$ cat src/rtl/sam_pkg.sv
// Shared types and codes for the sorted array map.
package sam_pkg;

  localparam logic [1:0] CMD_INSERT = 2'd0;
  localparam logic [1:0] CMD_LOOKUP = 2'd1;
  localparam logic [1:0] CMD_ERASE  = 2'd2;

  localparam logic [1:0] ST_OK      = 2'd0;
  localparam logic [1:0] ST_DUP     = 2'd1;
  localparam logic [1:0] ST_MISSING = 2'd2;
  localparam logic [1:0] ST_FULL    = 2'd3;

  typedef struct packed {
    logic [1:0]         cmd;
    logic [63:0]        key;
    logic signed [31:0] value;
  } sam_req_t;

  typedef struct packed {
    logic [1:0]         status;
    logic signed [31:0] read_value;
    logic [6:0]         entry_total;
  } sam_rsp_t;

  typedef struct packed {
    logic       load;
    logic       srch_issue;
    logic       srch_cmp;
    logic       shift_init;
    logic       shift_step;
    logic       write_new;
    logic       dec_count;
    logic       finish;
    logic [1:0] status;
  } sam_ctl_t;

  typedef struct packed {
    logic       srch_open;
    logic       hit;
    logic       full;
    logic       shift_busy;
    logic [1:0] cmd;
  } sam_sts_t;

endpackage

$ cat src/rtl/sam_ctrl.sv
// Control state machine for search, shift and result sequencing.
module sam_ctrl (
  input  logic              clk_i,
  input  logic              rst_ni,
  input  logic              start,
  output logic              busy,
  input  sam_pkg::sam_sts_t sts_i,
  output sam_pkg::sam_ctl_t ctl_o
);
  import sam_pkg::*;

  typedef enum logic [5:0] {
    S_IDLE    = 6'b000001,
    S_SEARCH  = 6'b000010,
    S_COMPARE = 6'b000100,
    S_SHIFT   = 6'b001000,
    S_WRITE   = 6'b010000,
    S_FINISH  = 6'b100000
  } state_e;

  state_e     state_q, state_d;
  logic [1:0] status_q, status_d;

  always_comb begin
    state_d  = state_q;
    status_d = status_q;
    ctl_o    = '0;
    case (state_q)
      S_IDLE: begin
        if (start) begin
          ctl_o.load = 1'b1;
          status_d   = ST_OK;
          state_d    = S_SEARCH;
        end
      end
      S_SEARCH: begin
        if (sts_i.srch_open) begin
          ctl_o.srch_issue = 1'b1;
          state_d          = S_COMPARE;
        end else begin
          state_d = S_FINISH;
          case (sts_i.cmd)
            CMD_INSERT: begin
              if (sts_i.hit) begin
                status_d = ST_DUP;
              end else if (sts_i.full) begin
                status_d = ST_FULL;
              end else begin
                ctl_o.shift_init = 1'b1;
                state_d          = S_SHIFT;
              end
            end
            CMD_LOOKUP: begin
              status_d = sts_i.hit ? ST_OK : ST_MISSING;
            end
            CMD_ERASE: begin
              if (sts_i.hit) begin
                ctl_o.shift_init = 1'b1;
                state_d          = S_SHIFT;
              end else begin
                status_d = ST_MISSING;
              end
            end
            default: begin
              status_d = ST_OK;
            end
          endcase
        end
      end
      S_COMPARE: begin
        ctl_o.srch_cmp = 1'b1;
        state_d        = S_SEARCH;
      end
      S_SHIFT: begin
        if (sts_i.shift_busy) begin
          ctl_o.shift_step = 1'b1;
        end else if (sts_i.cmd == CMD_INSERT) begin
          state_d = S_WRITE;
        end else begin
          ctl_o.dec_count = 1'b1;
          state_d         = S_FINISH;
        end
      end
      S_WRITE: begin
        ctl_o.write_new = 1'b1;
        state_d         = S_FINISH;
      end
      S_FINISH: begin
        ctl_o.finish = 1'b1;
        state_d      = S_IDLE;
      end
      default: begin
        state_d = S_IDLE;
      end
    endcase
    ctl_o.status = status_q;
  end

  always_ff @(posedge clk_i or negedge rst_ni) begin
    if (!rst_ni) begin
      state_q  <= S_IDLE;
      status_q <= ST_OK;
    end else begin
      state_q  <= state_d;
      status_q <= status_d;
    end
  end

  assign busy = (state_q != S_IDLE);

endmodule

$ cat config.mk
export PLATFORM = sky130hd
export DESIGN_NAME = sam_ctrl
export DESIGN_NICKNAME = d
export VERILOG_FILES = /design/src/rtl/sam_pkg.sv /design/src/rtl/sam_ctrl.sv
export SDC_FILE = /design/constraint.sdc
export NUM_CORES = 1
export LEC_CHECK = 0
export ABC_AREA = 1
export BUFFER_PORTS_ARGS = -buffer_cell sky130_fd_sc_hd__buf_2
export CELL_PAD_IN_SITES_DETAIL_PLACEMENT = 1
export CELL_PAD_IN_SITES_GLOBAL_PLACEMENT = 1
export CORE_MARGIN = 2
export CORE_UTILIZATION = 32
export CTS_CLUSTER_SIZE = 16
export DETAILED_ROUTE_END_ITERATION = 16
export PLACE_DENSITY = 0.72
export SLEW_MARGIN = 40
export SYNTH_ARGS = -nofsm -noshare
export SYNTH_HDL_FRONTEND = slang
export SYNTH_SLANG_ARGS = --single-unit
$ cat constraint.sdc
create_clock -name clk_i -period 1.8 [get_ports clk_i]
set_clock_uncertainty 0.15 [all_clocks]
set_input_delay 0.18 -clock clk_i [delete_from_list [all_inputs] [get_ports clk_i]]
set_output_delay 0.18 -clock clk_i [all_outputs]
set_load 0.05 [all_outputs]
-- Word level (Yosys, flattened, before mapping)
Cells that the tools add are included.
- register bits: 8
- eq/ne operators: 14
- multiplexer cells: 35
- reduce and logical (&&, ||, !) cells: 4
- operators by type and width (kind ; number):
    two-way mux 6 bit ; 7
    one-hot mux 6 bit (5 select lines) ; 1
    two-way mux 1 bit ; 17
    two-way mux 2 bit ; 6
    one-hot mux 6 bit (2 select lines) ; 1
    equality test 6 x 1 -> 1 bit (second input constant) ; 1
    equality test 6 x 2 -> 1 bit (second input constant) ; 1
    equality test 6 x 3 -> 1 bit (second input constant) ; 1
    equality test 6 x 4 -> 1 bit (second input constant) ; 1
    equality test 6 x 5 -> 1 bit (second input constant) ; 1
    equality test 6 bit (second input constant) ; 1
    != test 2 bit (second input constant) ; 3
    != test 6 x 1 -> 1 bit (second input constant) ; 1
    one-hot mux 2 bit (3 select lines) ; 1
    AND reduction 5 bit ; 1
    != test 4 bit (second input constant) ; 1
    one-hot mux 2 bit (2 select lines) ; 1
    != test 3 bit (second input constant) ; 1
    equality test 2 x 1 -> 1 bit (second input constant) ; 1
    equality test 2 bit (second input constant) ; 1
    zero test 2 bit ; 1
    one-hot mux 1 bit (2 select lines) ; 1
    AND reduction 2 bit ; 1
    nonzero test 2 bit ; 1

-- Logic depth before layout (Yosys ltp)
- depth in word-level cells: 5
- mapped depth: 8
- depth with buffers taken out: 8

-- Worst setup path before layout
No wires, ideal clock.
- kind: flip-flop to output port
- start: reg state_q[5]
- end: out ctl_o[3] (netlist bit)
- arrival: 1.511 ns
- required time: 1.470 ns
- setup slack: -0.041 ns
- cell stages (with the launch flop): 6
- path buffers: 0
- path through: dfrtp_1 nor2_4 nand3_1 inv_2 nand2_1 nor2_1
- RTL lines (what ; line ; source):
    start, declared ; sam_ctrl.sv:21 ; state_e state_q, state_d;
    start signal, assigned ; sam_ctrl.sv:104 ; state_q <= state_d;
    end, declared ; sam_ctrl.sv:8 ; output sam_pkg::sam_ctl_t ctl_o

==> summary.md <==
| Metric | Value |
|---|---|
| Antenna violations before repair | 0 |
| Routed len/inst | 13.8 um |
| CP Class | flop to primary output |
| Switching share of power | 47.8% |
| Reg2reg start | state_q[2] |
| Synth-to-layout area growth | 60.6% |
| Final RePlAce weighted congestion | 0.740 |
| Vert. Die Dim | 45.0 um |
| Post-DP Area | 668 um^2 |
| Fmax | 560 MHz |
| Row cnt | 14 |
| Via count | 631 |
| Num Clock Sinks | 8 |
| Worst rel slew slack | 81.6% |
| Synth async-reset ratio | 100% |
| Bufs on Longest Clock Path | 2 |
| CP required | 1470 ps |
| Largest delay share family, worst path | buffers and inverters |
| Max cap viols | 0 |
| Register area share after synthesis | 37.5% |
| Worst-Margin Slew | 278 ps |
| Final WS setup | 14.3 ps |
| Detailed-router iteration count before antenna repair | 2 |
| Combinational share of power | 59.7% |
| DRC | 0 |
| Largest stage delay on the critical path | 420 ps |
| Seq cells post-synth | 8 |
| Netlist cell types | 17 |
| Routed vias/inst | 5.01 |
| First-pass GRT wire length | 2600 um |
| N_diodes | 0 |
| Remaining global-route overflow | 0 |
| Warnings, synthesis | 0 |
| Setup-failing EPs final | 0 |
| Largest net degree at the start of global routing | 9 |
| CTS tree | built |
| Worst-Skew Late Latency | 250 ps |
| CTS buffer count | 3 |
| Status | completed |
| Post-synth top flop | dfrtp_1 |
| Crit share post-route | 99.2% |
| Cell Area, Synth | 537 um^2 |
| Endpoints failing hold | 0 |
| Die area | 2020 um^2 |
| Share of cells above drive strength 1 | 50.0% |
| Final-stage net count | 120 |
| PortBufs | 19 |
| Htree depth | 1 |
| Min-Delay Path Class | input pin to flop |
| Cells after Synth | 73 |
| Worst hold slack | 77.6 ps |
| Antenna-violating nets left | 0 |
| Static Leak | 0.491 nW |
| CTS clk-pin slew, worst paths | 60 ps |
| DP Worst Slack | 169 ps |
| Placeable Area | 1540 um^2 |
| P_int | 0.559 mW |
| Setup_tns | 0 ps |
| Ranking of synthesized cells by area | dfrtp_1 (33%), nor2_1 (10%), inv_1 (7.7%) |
| Clock power share | 14.1% |
| Post-synth top area share | 32.6% |
| Final Critical Period | 1790 ps |
| Root buf cell | clkbuf_4 |
| Most common cell in the netlist | nor2_1 |
| Seq pwr share | 26.1% |
| RSZ-0062 raised after global routing | yes |
| Fin. max-slew vios | 0 |
| Wirelength, routed | 1740 um |
| Design area | 862 um^2 |
| Syn nets | 82 |
| Top post-synthesis cells by count | nor2_1 (15), inv_1 (11), nand2_1 (10), dfrtp_1 (7), nand3_1 (7) |
| # IOs | 20 |
| Crit end category | primary output |
| DP Wirelength | 1130 um |
| Tot Pwr | 1.07 mW |
| Vias in the first global route | 599 |
| Die width | 45.0 um |
| Count of flip-flops with a built-in enable after synthesis | 0 |
| HP Start | sts_i[0] |
| Cell Pwr Density | 1240 nW/um^2 |
| Bufs and invs on worst path | 3 |
| GRT Util Overall | 17.8% |
| Initial Util | 34.8% |
| Setup crit start | state_q[5] |
| Mean Syn Cell Area | 7.35 um^2 |
| CP Launch Type | flop |
| Drt first-iter violations | 4 |
| NetSw | 0.512 mW |
| Worst path slowest cell | dfrtp_1 |
| Arr. time, crit path | 1460 ps |
| Worst vdd ir | 0.461 mV |
| Cell taking the most area after synthesis | dfrtp_1 |
| Crit path max fanout | 5 |
| Worst-path cell chain | nor2_4 > buf_4 > nand4_1 > inv_1 > buf_6 |
flip-flops by register name, summed over array words and instances (netlist names):
name,flops
state_q,6
status_q,2
what timing repair did:
item / in CTS / in global routing
endpoints found under the setup margin: 6 / 8
pin swaps: 2 / 8
hold endpoints to repair: 8 / 0
hold buffers: 1 / 0
setup buffers: 2 / 10
gates resized for setup: 7 / 11
gates cloned: 0 / 0
tightest hold or removal path: stages:
cell     delay [ps]
buf_2            90
nor2_1           60
nand2_1          70
nor2_1           40
cell type report:
cell class,count,area (um^2)
clock buffer,4,26.3
sequential,8,201
inverter,13,48.8
tap,16,20.0
timing repair buffer,33,255
fill,208,679
multi-input combinational,52,310
layer usage:
metal / part of all wire, % / routed length (um) / track usage (%) / vias to the layer above
li1: - / - / - / 306
met4: 0.92 / 16 / 7.06 / 0
met5: 0 / 0 / 0 / -
met1: 40 / 694 / 19.8 / 308
met3: 3.5 / 60 / 2.80 / 2
met2: 56 / 963 / 33.1 / 15
power groups by stage:
stage          Sequential, mW  Combinational [mW]  Clock (mW)
6_report                0.280               0.640       0.151
2_1_floorplan           0.303               0.333           0
4_1_cts                 0.270               0.518       0.152
3_3_place_gp            0.268               0.484           0
5_1_grt                 0.285               0.688       0.166
3_5_place_dp            0.272               0.492           0
placed cells by master (no fill, tap or decap), drive strengths merged:
master	count
a21oi	2
buf	31
clkbuf	5
dfrtp	7
dfstp	1
dlygate4sd3	1
inv	13
nand2	14
nand3	9
nand4	3
nor2	20
nor3	1
o21ai	1
or2	2
metrics by stage:
stage / cells / utilization, %
global placement: 109 / 43.3
detailed placement: 109 / 43.3
floorplan: 73 / -
CTS: 116 / 47.9
finish: 126 / 55.9
global route: 126 / 55.9
logic make-up (layout without fill, tap and decap cells):
logic type             after synthesis  in the layout  synth area share [%]
buffers and inverters               13             50                  9.09
AOI/OAI and AO/OA                    3              3                  2.80
and+or+nand+nor                     49             49                  50.6
DFF                                  8              8                  37.5
final timing paths:
| kind | to | slack (ps) | depth (start not counted) |
|---|---|---|---|
| max in group asynchronous | state_q[0] | 1080 | 2 |
| worst max register to register | state_q[5] | 200 | 7 |
| worst max-delay path | ctl_o[9] | 10 | 5 |
| worst min register to register | status_q[0] | 400 | 2 |
| worst min-delay path | state_q[4] | 80 | 4 |
| min in group asynchronous | state_q[3] | 170 | 2 |
(Power assumes the default switching activity.)
